[config.mk]
export PLATFORM = sky130hd
export DESIGN_NAME = round_robin_task_scheduler
export DESIGN_NICKNAME = d
export VERILOG_FILES = /design/src/design/rrts_pkg.sv /design/src/design/rrts_ram.sv /design/src/design/rrts_ctrl.sv /design/src/design/rrts_dp.sv /design/src/design/round_robin_task_scheduler.sv
export SDC_FILE = /design/constraint.sdc
export NUM_CORES = 1
export LEC_CHECK = 0
export BUFFER_PORTS_ARGS = -buffer_cell sky130_fd_sc_hd__buf_2
export CAP_MARGIN = 20
export CORE_MARGIN = 10
export CORE_UTILIZATION = 65
export CTS_CLUSTER_DIAMETER = 60
export CTS_CLUSTER_SIZE = 25
export DETAILED_ROUTE_END_ITERATION = 16
export HOLD_SLACK_MARGIN = 0.03
export MAX_ROUTING_LAYER = met4
export PLACE_DENSITY = 0.83
export SETUP_SLACK_MARGIN = 0.5
export SLEW_MARGIN = 10
export SYNTH_ARGS = -nofsm -noshare
export SYNTH_HDL_FRONTEND = slang
export SYNTH_SLANG_ARGS = --single-unit
[constraint.sdc]
create_clock -name clock -period 8.4 [get_ports clock]
set_input_delay 2.1 -clock clock [delete_from_list [all_inputs] [get_ports clock]]
set_output_delay 2.1 -clock clock [all_outputs]
set_load 0.005 [all_outputs]
[src/design/rrts_pkg.sv]
// Shared types and constants for the round-robin task scheduler.
// Used by the controller, the datapath, the top level and the checker.
`default_nettype none

package rrts_pkg;

   // Default size of the task table.
   localparam int MAX_TASKS_DEF = 16;

   typedef enum logic [1:0] {
      OP_CREATE = 2'd0,
      OP_YIELD  = 2'd1,
      OP_EXIT   = 2'd2,
      OP_WAIT   = 2'd3
   } op_type;

   typedef enum logic [1:0] {
      MODE_READY   = 2'd0,
      MODE_WAITING = 2'd1,
      MODE_ZOMBIE  = 2'd2
   } mode_type;

   typedef enum logic [1:0] {
      ST_OK      = 2'd0,
      ST_NO_TASK = 2'd1,
      ST_FULL    = 2'd2
   } status_type;

   // How the datapath builds the result item when the controller finishes.
   typedef enum logic [2:0] {
      FIN_NONE   = 3'd0,
      FIN_PLAIN  = 3'd1,
      FIN_NOTASK = 3'd2,
      FIN_REAP   = 3'd3,
      FIN_CREATE = 3'd4,
      FIN_SCHED  = 3'd5
   } fin_type;

   typedef enum logic [2:0] {
      S_IDLE   = 3'd0,
      S_DECODE = 3'd1,
      S_CHECK  = 3'd2,
      S_ISSUE  = 3'd3,
      S_DRAIN  = 3'd4
   } state_type;

   typedef struct packed {
      op_type             op;
      logic [3:0]         target_task;
      logic signed [31:0] exit_code;
   } req_type;

   typedef struct packed {
      status_type         status;
      logic [3:0]         created_task;
      logic [3:0]         running_now;
      logic               switched;
      logic signed [31:0] code_out;
      logic               reaped;
   } rsp_type;

   // Commands from the controller to the datapath.
   typedef struct packed {
      logic    load;
      logic    init_sweep;
      logic    read_target;
      logic    issue;
      fin_type fin;
   } cmd_type;

   // Status from the datapath to the controller.
   typedef struct packed {
      op_type op;
      logic   before_zero;
      logic   tgt_bad;
      logic   tgt_used;
      logic   tgt_zombie;
      logic   last;
   } sts_type;

endpackage

`default_nettype wire

[src/design/rrts_ram.sv]
// Generic single-port-write, single-port-read RAM with a registered read.
// Stands alone; no package needed.
`default_nettype none

module rrts_ram #(
   parameter int WIDTH = 8,
   parameter int DEPTH = 16
) (
   input  logic                     clock,
   input  logic                     wr_en,
   input  logic [$clog2(DEPTH)-1:0] wr_addr,
   input  logic [WIDTH-1:0]         wr_data,
   input  logic [$clog2(DEPTH)-1:0] rd_addr,
   output logic [WIDTH-1:0]         rd_data
);

   logic [WIDTH-1:0] mem [DEPTH];
   logic [WIDTH-1:0] rd_data_ff;

   // One write and one registered read each cycle.
   always_ff @(posedge clock) begin
      if (wr_en) begin
         mem[wr_addr] <= wr_data;
      end
      rd_data_ff <= mem[rd_addr];
   end

   assign rd_data = rd_data_ff;

endmodule

`default_nettype wire

[src/design/rrts_ctrl.sv]
// Controller state machine of the round-robin task scheduler.
// Depends on rrts_pkg for the command, status, opcode and state types.
`default_nettype none

module rrts_ctrl (
   input  logic              clock,
   input  logic              reset,
   input  logic              start,
   output logic              busy,
   input  rrts_pkg::sts_type sts,
   output rrts_pkg::cmd_type cmd
);
   import rrts_pkg::*;

   state_type state_ff;
   state_type state_in;

   // State register.
   always_ff @(posedge clock) begin
      if (reset) begin
         state_ff <= S_IDLE;
      end else begin
         state_ff <= state_in;
      end
   end

   // Next state and commands.
   always_comb begin
      state_in = state_ff;
      cmd      = '0;
      cmd.fin  = FIN_NONE;
      busy     = (state_ff != S_IDLE);
      case (state_ff)
         S_IDLE: begin
            if (start) begin
               cmd.load = 1'b1;
               state_in = S_DECODE;
            end
         end
         S_DECODE: begin
            case (sts.op)
               OP_CREATE, OP_YIELD: begin
                  cmd.init_sweep = 1'b1;
                  state_in       = S_ISSUE;
               end
               OP_EXIT: begin
                  // The idle task never exits.
                  if (sts.before_zero) begin
                     cmd.fin  = FIN_PLAIN;
                     state_in = S_IDLE;
                  end else begin
                     cmd.init_sweep = 1'b1;
                     state_in       = S_ISSUE;
                  end
               end
               OP_WAIT: begin
                  if (sts.tgt_bad) begin
                     cmd.fin  = FIN_NOTASK;
                     state_in = S_IDLE;
                  end else begin
                     cmd.read_target = 1'b1;
                     state_in        = S_CHECK;
                  end
               end
               default: begin
                  cmd.fin  = FIN_PLAIN;
                  state_in = S_IDLE;
               end
            endcase
         end
         S_CHECK: begin
            // Target entry is on the RAM output now.
            if (!sts.tgt_used) begin
               cmd.fin  = FIN_NOTASK;
               state_in = S_IDLE;
            end else if (sts.tgt_zombie) begin
               cmd.fin  = FIN_REAP;
               state_in = S_IDLE;
            end else begin
               cmd.init_sweep = 1'b1;
               state_in       = S_ISSUE;
            end
         end
         S_ISSUE: begin
            cmd.issue = 1'b1;
            if (sts.last) begin
               state_in = S_DRAIN;
            end
         end
         S_DRAIN: begin
            cmd.fin  = (sts.op == OP_CREATE) ? FIN_CREATE : FIN_SCHED;
            state_in = S_IDLE;
         end
         default: begin
            state_in = S_IDLE;
         end
      endcase
   end

endmodule

`default_nettype wire

[src/design/rrts_dp.sv]
// Datapath of the round-robin task scheduler: task table RAM, valid bits,
// sweep counters, per-slot update logic and the result register.
// Depends on rrts_pkg and rrts_ram.
`default_nettype none

module rrts_dp #(
   parameter int MAX_TASKS = rrts_pkg::MAX_TASKS_DEF
) (
   input  logic              clock,
   input  logic              reset,
   input  rrts_pkg::req_type req_item,
   input  rrts_pkg::cmd_type cmd,
   output rrts_pkg::sts_type sts,
   output logic              rsp_strobe,
   output rrts_pkg::rsp_type rsp_item
);
   import rrts_pkg::*;

   localparam int SLOT_W  = $clog2(MAX_TASKS);
   localparam int CNT_W   = SLOT_W + 1;
   localparam int CODE_W  = 32;
   localparam int WAIT_LO = 3;
   localparam int CODE_LO = WAIT_LO + SLOT_W;
   localparam int ENT_W   = CODE_LO + CODE_W;

   // Next slot with wrap at the table size.
   function automatic logic [SLOT_W-1:0] next_slot(input logic [SLOT_W-1:0] p);
      if (p == SLOT_W'(MAX_TASKS - 1)) begin
         return '0;
      end
      return p + 1'b1;
   endfunction

   // Captured item and scheduler state.
   op_type            op_ff;
   logic [3:0]        target_ff;
   logic [CODE_W-1:0] code_ff;
   logic [SLOT_W-1:0] running_ff;
   logic [SLOT_W-1:0] running_in;

   // Sweep control and read pipeline.
   logic [SLOT_W-1:0] ptr_ff;
   logic [CNT_W-1:0]  cnt_ff;
   logic              rd_vld_ff;
   logic [SLOT_W-1:0] rd_slot_ff;
   logic              ent_vld_ff;
   logic              found_ff;
   logic [SLOT_W-1:0] pick_ff;
   logic              valid_ff [MAX_TASKS];

   // RAM ports.
   logic [SLOT_W-1:0] rd_addr;
   logic [ENT_W-1:0]  ram_q;
   logic              wr_en;
   logic [SLOT_W-1:0] wr_addr;
   logic [ENT_W-1:0]  wr_data;

   // Entry as read, with never-written entries at their reset value.
   logic              e_used;
   logic [1:0]        e_mode;
   logic [SLOT_W-1:0] e_wait;
   logic [CODE_W-1:0] e_code;

   // Per-slot evaluation.
   logic              is_cur;
   logic [1:0]        post_mode;
   logic [SLOT_W-1:0] post_wait;
   logic [CODE_W-1:0] post_code;
   logic              sched_wr;
   logic              ready_pick;
   logic              found_now_s;
   logic              found_now_c;
   logic              found_c;
   logic [SLOT_W-1:0] create_slot;
   logic [SLOT_W-1:0] pick_comb;

   rsp_type rsp_ff;
   rsp_type rsp_in;
   logic    rsp_strobe_ff;

   assign rd_addr = cmd.read_target ? SLOT_W'(target_ff) : ptr_ff;

   rrts_ram #(
      .WIDTH (ENT_W),
      .DEPTH (MAX_TASKS)
   ) u_table (
      .clock   (clock),
      .wr_en   (wr_en),
      .wr_addr (wr_addr),
      .wr_data (wr_data),
      .rd_addr (rd_addr),
      .rd_data (ram_q)
   );

   // Unpack the entry; an unwritten entry is free and ready, except slot 0.
   always_comb begin
      e_used = ent_vld_ff ? ram_q[0] : (rd_slot_ff == '0);
      e_mode = ent_vld_ff ? ram_q[2:1] : MODE_READY;
      e_wait = ent_vld_ff ? ram_q[WAIT_LO +: SLOT_W] : '0;
      e_code = ent_vld_ff ? ram_q[CODE_LO +: CODE_W] : '0;
   end

   // Scheduling sweep: apply the event to the running slot, wake waiters
   // on exit, and find the first ready task after the running slot.
   always_comb begin
      is_cur    = (rd_slot_ff == running_ff);
      post_mode = e_mode;
      post_wait = e_wait;
      post_code = e_code;
      sched_wr  = 1'b0;
      if (is_cur) begin
         if (op_ff == OP_EXIT) begin
            post_mode = MODE_ZOMBIE;
            post_code = code_ff;
            sched_wr  = 1'b1;
         end else if (op_ff == OP_WAIT) begin
            post_mode = MODE_WAITING;
            post_wait = SLOT_W'(target_ff);
            sched_wr  = 1'b1;
         end
      end else if (op_ff == OP_EXIT && e_used && e_mode == MODE_WAITING &&
                   e_wait == running_ff) begin
         post_mode = MODE_READY;
         post_wait = '0;
         sched_wr  = 1'b1;
      end
      ready_pick  = (rd_slot_ff != '0) && e_used && (post_mode == MODE_READY);
      found_now_s = rd_vld_ff && !found_ff && !is_cur && ready_pick;
      if (found_ff) begin
         pick_comb = pick_ff;
      end else if (found_now_s) begin
         pick_comb = rd_slot_ff;
      end else if (post_mode == MODE_READY) begin
         pick_comb = running_ff;
      end else begin
         pick_comb = '0;
      end
   end

   // Create sweep: the first free slot from 1 up.
   always_comb begin
      found_now_c = rd_vld_ff && !found_ff && !e_used;
      found_c     = found_ff || found_now_c;
      create_slot = found_ff ? pick_ff : rd_slot_ff;
   end

   // Table write: a reap clears the target, otherwise the sweep writes.
   always_comb begin
      wr_en   = 1'b0;
      wr_addr = rd_slot_ff;
      wr_data = {post_code, post_wait, post_mode, e_used};
      if (cmd.fin == FIN_REAP) begin
         wr_en   = 1'b1;
         wr_addr = SLOT_W'(target_ff);
         wr_data = '0;
      end else if (rd_vld_ff && op_ff == OP_CREATE) begin
         wr_en   = found_now_c;
         wr_data = {{CODE_W{1'b0}}, {SLOT_W{1'b0}}, MODE_READY, 1'b1};
      end else if (rd_vld_ff) begin
         wr_en = sched_wr;
      end
   end

   // Result item built when the controller finishes.
   always_comb begin
      running_in          = running_ff;
      rsp_in.status       = ST_OK;
      rsp_in.created_task = '0;
      rsp_in.running_now  = 4'(running_ff);
      rsp_in.switched     = 1'b0;
      rsp_in.code_out     = '0;
      rsp_in.reaped       = 1'b0;
      case (cmd.fin)
         FIN_NOTASK: begin
            rsp_in.status = ST_NO_TASK;
         end
         FIN_REAP: begin
            rsp_in.code_out = e_code;
            rsp_in.reaped   = 1'b1;
         end
         FIN_CREATE: begin
            if (found_c) begin
               rsp_in.created_task = 4'(create_slot);
            end else begin
               rsp_in.status = ST_FULL;
            end
         end
         FIN_SCHED: begin
            running_in         = pick_comb;
            rsp_in.running_now = 4'(pick_comb);
            rsp_in.switched    = (pick_comb != running_ff);
         end
         default: begin
         end
      endcase
   end

   // Status back to the controller.
   always_comb begin
      sts.op          = op_ff;
      sts.before_zero = (running_ff == '0);
      sts.tgt_bad     = (int'(target_ff) >= MAX_TASKS);
      sts.tgt_used    = e_used;
      sts.tgt_zombie  = (e_mode == MODE_ZOMBIE);
      sts.last        = (cnt_ff == CNT_W'(1));
   end

   // Control registers.
   always_ff @(posedge clock) begin
      if (reset) begin
         running_ff    <= '0;
         cnt_ff        <= '0;
         rd_vld_ff     <= 1'b0;
         found_ff      <= 1'b0;
         rsp_strobe_ff <= 1'b0;
         for (int i = 0; i < MAX_TASKS; i++) begin
            valid_ff[i] <= 1'b0;
         end
      end else begin
         rd_vld_ff     <= cmd.issue;
         rsp_strobe_ff <= (cmd.fin != FIN_NONE);
         running_ff    <= running_in;
         if (wr_en) begin
            valid_ff[wr_addr] <= 1'b1;
         end
         if (cmd.init_sweep) begin
            found_ff <= 1'b0;
            if (op_ff == OP_CREATE) begin
               cnt_ff <= CNT_W'(MAX_TASKS - 1);
            end else begin
               cnt_ff <= CNT_W'(MAX_TASKS);
            end
         end else if (cmd.issue) begin
            cnt_ff <= cnt_ff - 1'b1;
         end
         if (rd_vld_ff && ((op_ff == OP_CREATE) ? found_now_c : found_now_s)) begin
            found_ff <= 1'b1;
         end
      end
   end

   // Payload registers.
   always_ff @(posedge clock) begin
      if (cmd.load) begin
         op_ff     <= req_item.op;
         target_ff <= req_item.target_task;
         code_ff   <= req_item.exit_code;
      end
      if (cmd.init_sweep) begin
         ptr_ff <= (op_ff == OP_CREATE) ? SLOT_W'(1) : next_slot(running_ff);
      end else if (cmd.issue) begin
         ptr_ff <= next_slot(ptr_ff);
      end
      if (rd_vld_ff && !found_ff) begin
         pick_ff <= rd_slot_ff;
      end
      rd_slot_ff <= rd_addr;
      ent_vld_ff <= valid_ff[rd_addr];
      if (cmd.fin != FIN_NONE) begin
         rsp_ff <= rsp_in;
      end
   end

   assign rsp_strobe = rsp_strobe_ff;
   assign rsp_item   = rsp_ff;

endmodule

`default_nettype wire

[src/design/round_robin_task_scheduler.sv]
// Round-robin task table scheduler. One item at a time: busy drops in the strobe cycle.
// Create, yield, a non-idle exit and a blocking wait sweep the table one slot per cycle.
// Synchronous reset frees every slot but the idle task, slot 0, which runs.
`default_nettype none

module round_robin_task_scheduler #(
   parameter int MAX_TASKS = rrts_pkg::MAX_TASKS_DEF
) (
   input  logic              clock,
   input  logic              reset,
   input  logic              start,
   output logic              busy,
   input  rrts_pkg::req_type req_item,
   output logic              rsp_strobe,
   output rrts_pkg::rsp_type rsp_item
);
   import rrts_pkg::*;

   cmd_type cmd;
   sts_type sts;

   rrts_ctrl u_ctrl (
      .clock (clock),
      .reset (reset),
      .start (start),
      .busy  (busy),
      .sts   (sts),
      .cmd   (cmd)
   );

   rrts_dp #(
      .MAX_TASKS (MAX_TASKS)
   ) u_dp (
      .clock      (clock),
      .reset      (reset),
      .req_item   (req_item),
      .cmd        (cmd),
      .sts        (sts),
      .rsp_strobe (rsp_strobe),
      .rsp_item   (rsp_item)
   );

endmodule

`default_nettype wire

=== After elaboration in Yosys (flattened, before gate mapping) ===
Memories as Yosys holds them, arrays and structs flattened. A register that Yosys moved wholly into a read port is not among the register bits.
Cells that the tools add are included.

* Output and inout port bits: 46
* Memories kept: 2
* Input bits: 41
* Flip-flop bits (word level): 109
* RAM bits: 640

* Add/subtract/negate cells: 3
* Muxes and demuxes: 82
* Reductions and logical operators: 29
* Equal/unequal tests: 21

{| class="wikitable"
|+ Memory list
! name !! depth !! bits a word !! rd ports !! clocked after Yosys merged registers in !! write ports !! RTL line !! text
|-
| u_dp.u_table.mem || 16 || 39 || 1 || 1 || 1 || rrts_ram.sv:17 || <nowiki>logic [WIDTH-1:0] mem [DEPTH];</nowiki>
|-
| u_dp.valid_ff || 16 || 1 || 1 || 1 || 16 || rrts_dp.sv:49 || <nowiki>logic valid_ff [MAX_TASKS];</nowiki>
|}

{| class="wikitable"
|+ Operator list
! cell !! number
|-
| $mux W32 || 3
|-
| $mux W39 || 2
|-
| $mux W4 || 19
|-
| $mux W1 || 34
|-
| $mux W2 || 10
|-
| $mux W5 || 4
|-
| $pmux W3 S3 || 2
|-
| $eq A3 B2 Y1 const B || 4
|-
| $mux W3 || 4
|-
| $pmux W3 S4 || 1
|-
| $logic_and A1 B1 Y1 || 11
|-
| $eq A3 B3 Y1 const B || 3
|-
| $add A4 B1 Y4 const B || 2
|-
| $eq A4 B4 Y1 || 2
|-
| $eq A4 B4 Y1 const B || 2
|-
| $logic_not A4 Y1 || 2
|-
| $eq A2 B2 Y1 const B || 3
|-
| $reduce_bool A3 Y1 || 2
|-
| $eq A5 B1 Y1 const B || 1
|-
| $sub A5 B1 Y5 const B || 1
|-
| $eq A2 B1 Y1 const B || 2
|-
| $logic_not A2 Y1 || 2
|-
| $ne A2 B2 Y1 const B || 2
|-
| $ne A4 B4 Y1 || 1
|-
| other kinds (11) || 16
|}

=== Logic depth before layout (Yosys ltp) ===
* Depth after elaboration: 15
* Gate-level depth with buffers: 10
* Mapped depth without buffers: 8

=== Cells and area by module ===
From an unflattened synthesis, not the netlist that was laid out.

* Cell total of the unflattened synthesis: 1623
* Area total of the unflattened synthesis: 30336.6 um2

{| class="wikitable"
|+ By module, submodules not included
! module !! area an instance (um2) !! sequential area each (um2) !! cells an instance !! instances
|-
| rrts_ram || 24185.7 || 19518.7 || 1014 || 1
|-
| rrts_dp || 5859.4 || 3363.2 || 569 || 1
|-
| rrts_ctrl || 291.5 || 60.1 || 40 || 1
|}

=== Worst setup path after synthesis ===
OpenSTA, ideal clock, no wires.

* Path type: flip-flop to flip-flop
* From: reg u_dp.op_ff[1]
* To: mem u_dp.u_table.mem[12][0] (netlist bit) (enable)
* Cell stages (with the launch flop): 8
* Path slack: 3441 ps
* Clock period less this slack: 4959 ps
* Library setup time: 486 ps
* Data required time: 7914 ps
* Data arrival time: 4473 ps
* Path through: edfxtp_1 buf_2 or2_2 clkbuf_1 a2111oi_0 a211oi_1 o21a_1 nor3_1

* Word-level cells in the longest chain between the ends: 11
* Elaborated cells on any way between the ends: 21
* Classes of those cells: 3 x eq/ne; 13 x mux; 5 x reduce/logical

{| class="wikitable"
|+ Ends and longest elaborated chain
! element !! RTL line !! text
|-
| start, declared || rrts_dp.sv:35 || <nowiki>op_type op_ff;</nowiki>
|-
| start signal, assigned || rrts_dp.sv:245 || <nowiki>op_ff <= req_item.op;</nowiki>
|-
| $eq A2 B2 Y1 || rrts_ctrl.sv:41, rrts_dp.sv:112, rrts_dp.sv:121 ||
|-
| $logic_and A1 B1 Y1 (3 in series) || rrts_dp.sv:121 || <nowiki>end else if (op_ff == OP_EXIT && e_used && e_mode == MODE_WAITING &&</nowiki>
|-
| $mux W1 || rrts_dp.sv:121 ||
|-
| $mux W1 || rrts_dp.sv:111 || <nowiki>if (is_cur) begin</nowiki>
|-
| $mux W1 || rrts_dp.sv:159 || <nowiki>end else if (rd_vld_ff) begin</nowiki>
|-
| $mux W1 || rrts_dp.sv:156 || <nowiki>end else if (rd_vld_ff && op_ff == OP_CREATE) begin</nowiki>
|-
| $mux W1 || rrts_dp.sv:152 || <nowiki>if (cmd.fin == FIN_REAP) begin</nowiki>
|-
| $mux W1 || rrts_ram.sv:22 || <nowiki>if (wr_en) begin</nowiki>
|-
| $mux W1 (implied by the code) || rrts_ram.sv:23 || <nowiki>mem[wr_addr] <= wr_data;</nowiki>
|-
| end, declared || rrts_ram.sv:17 ||
|}

Several ways; a longest one is shown, not always the timed one.

=== Final worst setup path ===
* From: reg u_ctrl.state_ff[1]
* To: mem u_dp.u_table.mem[0][23] (netlist bit) (enable)

* Word-level cells in the longest chain between the ends: 6
* Elaborated cells on any way between the ends: 9
* Classes of those cells: 4 x eq/ne; 5 x mux

{| class="wikitable"
|+ Ends and longest elaborated chain
! element !! RTL line !! text
|-
| start, declared || rrts_ctrl.sv:15 || <nowiki>state_type state_ff;</nowiki>
|-
| start signal, assigned || rrts_ctrl.sv:23 || <nowiki>state_ff <= state_in;</nowiki>
|-
| $eq A3 B3 Y1, or another cell as far along || rrts_ctrl.sv:33 || <nowiki>case (state_ff)</nowiki>
|-
| $pmux W3 S3 * || rrts_ctrl.sv:33 ||
|-
| $eq A3 B2 Y1 * || rrts_dp.sv:152 ||
|-
| $mux W1 || rrts_dp.sv:152 ||
|-
| $mux W1 || rrts_ram.sv:22 ||
|-
| $mux W1 (implied by the code) || rrts_ram.sv:23 ||
|}

Every way passes the cells marked *; elsewhere a longest branch is shown, timed or not.

==> flow_summary.json <==
{
  "outcome": "finished, final reports clean",
  "synth.area.top_cells": "edfxtp_1 66%, mux2i_1 7.6%, dfxtp_1 4.6%",
  "die_h_um": 243,
  "seqPwrFrac": 0.565,
  "ys_seq_area_frac": 0.710,
  "synth_edf_count": 714,
  "port_buffers": 86,
  "synth_top_area_share": 0.664,
  "core.rowCount": 81,
  "first_pass_iters": 8,
  "fin_nets": 2336,
  "holdCritPathClass": "reg -> reg",
  "timing.setup.tns_ns": 0,
  "cap_violations": 0,
  "power.leakage_nw": 12.4,
  "worstPathRequired_ns": 8.65,
  "synth_area_sq_um": 32300,
  "synthCells": 2244,
  "rrSetupSlack_ns": 3.79,
  "met1_length_um": 29200,
  "fillers": 3019,
  "highest_layer": "met4",
  "io_pins": 87,
  "crit_cells": 8,
  "power.density_nw_per_um2": 229,
  "grt_overflow": 0,
  "end_kind": "register",
  "cts_resized": 0,
  "vias_per_cell": 6.73,
  "hold_viol": 0,
  "final_antenna_net_count": 0,
  "drive_gt1_frac": 0.153,
  "crit_arrival_ns": 4.85,
  "switching_share": 0.251,
  "yosysMostFrequentCell": "edfxtp_1",
  "wl_met2_um": 39300,
  "htreeDepth": 2,
  "gp_congestion": 0.943,
  "r2r_start": "u_ctrl.state_ff[1]$_SDFFE_PP0P_",
  "area_growth_syn_to_layout_pct": 9.25,
  "timing.rr.end": "u_dp.u_table.mem[0][23]$_DFFE_PP_",
  "power_frac_clock": 0.311,
  "grt_pass1_wl_um": 118000,
  "synth_cell_type_count": 68,
  "first_iter_violations": 2630,
  "syn_nets": 2290,
  "timing.final.crit_share": 0.549,
  "grt_usage": 0.267,
  "synthFlopType": "edfxtp_1",
  "antenna_found_initial": 0,
  "synth_area_per_cell_sq_um": 14.4,
  "synthArstFlopShare": 0,
  "cpMostUsedCell": "buf_4",
  "wl_met3_um": 7660,
  "routedWlPerCell_um": 26.4,
  "synth_common_cells": "714 x edfxtp_1, 271 x nand2_1, 244 x mux2i_1, 133 x o22ai_1, 120 x nand3_1",
  "grt_max_degree": 80,
  "cts_root_buffer": "clkbuf_16",
  "crit_chain": "nor3b_1 -> nand4_1 -> inv_1 -> buf_4 -> nand3_1 -> a21o_1 -> nor2_4 -> buf_4",
  "yosysWarnings": 0,
  "cp_max_fo": 22,
  "register_area_sq_um": 22900,
  "intPower_w": 0.00605,
  "setup_viol": 0,
  "cpMaxStageDelayCell": "inv_1",
  "clk_latency_ns": 0.60,
  "clock_path_buffers": 3,
  "crit_start": "u_ctrl.state_ff[1]$_SDFFE_PP0P_",
  "fmax_mhz": 217,
  "worstSetupEndpoint": "u_dp.u_table.mem[0][23]$_DFFE_PP_",
  "clock-sinks": 789,
  "reg2reg_depth": 8,
  "rsz0062_at_grt": "no",
  "drcViolationCount": 0,
  "crit_path_max_incr_delay_ns": 0.78,
  "hpwl_um": 44300,
  "combPwrFrac": 0.123,
  "min_period_ns": 4.61,
  "ys_ff_latch": 789,
  "critPathTopFamily": "buffers and inverters",
  "grt_pass1_vias": 19700,
  "multi_input_area_sq_um": 8870,
  "synth_top_area_cell": "edfxtp_1",
  "postCtsSetupRepairBufs": 0,
  "cp_num_buf_inv": 3,
  "cts_made_buffers": 44,
  "clock_skew_ns": 0.0212,
  "path_class": "reg -> reg",
  "fin_util": 0.719,
  "tightestPinTransition_ns": 1.24,
  "switching_power_w": 0.00203,
  "cts.clk_slew.worst_paths_ns": 0.08,
  "drv_slew": 0,
  "cts_tree": "built",
  "wl_um": 79000,
  "start_util": 0.658,
  "ir_drop_mv": 0.284,
  "core_sq_um": 49100,
  "ctsHoldBuffers": 0,
  "antenna_cells": 0,
  "die-area_sq_um": 59000,
  "slew_headroom": 0.171,
  "die_w_um": 243,
  "num_vias": 20100,
  "setup.worst_path.start_class": "register"
}
sequential cells by signal (all words and copies together), names as in the netlist, 2 cells and up:
signal	count
u_ctrl.state_ff	3
u_dp.cnt_ff	5
u_dp.code_ff	32
u_dp.op_ff	2
u_dp.pick_ff	4
u_dp.ptr_ff	4
u_dp.rd_slot_ff	4
u_dp.rsp_item	44
u_dp.running_ff	4
u_dp.target_ff	4
u_dp.u_table.mem	624
u_dp.u_table.rd_data	39
u_dp.valid_ff	16
worst min-delay path: cells and delay by family, from the launching register on:
| family | cells | cell delay, ns |
|---|---|---|
| AO/OA/AOI/OAI | 1 | 0.06 |
| buffers and inverters | 1 | 0.05 |
| flip-flops | 1 | 0.32 |
power groups by stage:
stage | Sequential, W | Clock (W) | Combinational, W
floorplan | 0.00460 | 0 | 0.000660
global placement | 0.00465 | 0 | 0.000912
detailed placement | 0.00465 | 0 | 0.000946
finish | 0.00457 | 0.00252 | 0.000996
CTS | 0.00457 | 0.00253 | 0.000958
global route | 0.00457 | 0.00266 | 0.00106
layer usage:
layer | vias to the layer above | track usage
met1 | 9964 | 0.330
met3 | 204 | 0.0391
met4 | 0 | 0.100
met2 | 1243 | 0.444
met5 | - | -
li1 | 8696 | -
layout by cell type (no fill, tap or decap), types with 4 or more instances in the layout:
cell type	n
a22oi_1	39
nand3_1	120
o22ai_1	133
o21bai_1	4
xor2_1	9
or3_1	5
nor2_1	22
buf_2	86
buf_4	63
clkbuf_1	9
mux2_2	77
nand2_1	269
inv_12	4
nor3_2	4
bufinv_16	6
o31ai_1	4
dfxtp_1	74
nor3b_1	6
inv_1	32
a211oi_1	4
nor3_1	12
a31oi_1	11
o21ba_1	4
nor2_4	17
ha_1	5
edfxtp_1	714
xnor2_1	4
clkbuf_16	45
or2_2	9
a21oi_1	57
nor2b_1	6
nand4_1	5
and3_1	34
and2_1	5
o21ai_0	60
mux2i_1	243
a311o_1	40
kinds of logic after synthesis:
family                   share of synthesized area
flip-flops                                   0.710
AND/OR/NAND/NOR                             0.0767
AO/OA/AOI/OAI                               0.0818
multiplexers                                 0.102
buffers and inverters                       0.0231
XOR/XNOR                                   0.00353
adder cells (fa/ha/maj)                    0.00194
worst min-delay path by stage:
stage,start,end,slack [ns],cells after the start
after detailed placement,u_dp.valid_ff[14]$_DFF_P_,u_dp.valid_ff[14]$_DFF_P_,0.46,2
after global routing,u_dp.valid_ff[12]$_DFF_P_,u_dp.valid_ff[12]$_DFF_P_,0.50,1
after floorplan,u_dp.rd_slot_ff[0]$_DFF_P_,u_dp.pick_ff[0]$_DFFE_PP_,0.40,0
final,u_dp.valid_ff[5]$_DFF_P_,u_dp.valid_ff[5]$_DFF_P_,0.47,2
after CTS,u_dp.valid_ff[5]$_DFF_P_,u_dp.valid_ff[5]$_DFF_P_,0.48,2
after global placement,u_dp.valid_ff[10]$_DFF_P_,u_dp.valid_ff[10]$_DFF_P_,0.46,2
cell type report:
class                           instances  share of cell area
Tap cell                              664              0.0235
Multi-Input combinational cell       1268               0.251
Inverter                               34             0.00362
Clock inverter                         24              0.0106
Sequential cell                       789               0.650
Timing Repair Buffer                  153              0.0270
Clock buffer                           56              0.0337
through the flow:
stage                     hold slack (ns)  cell area [sq um]  total power, W  std cells  setup WS [ns]
after floorplan                     0.403              32300         0.00526       2244           3.44
after global placement              0.457              33500         0.00556       2887           4.08
after detailed placement            0.460              33500         0.00560       2887           3.97
after CTS                           0.476              35100         0.00806       2967           3.94
after global routing                0.498              35300         0.00830       2988           3.48
final                               0.475              35300         0.00808       2988           3.79
No activity file was read; power rests on OpenSTA's default activity.
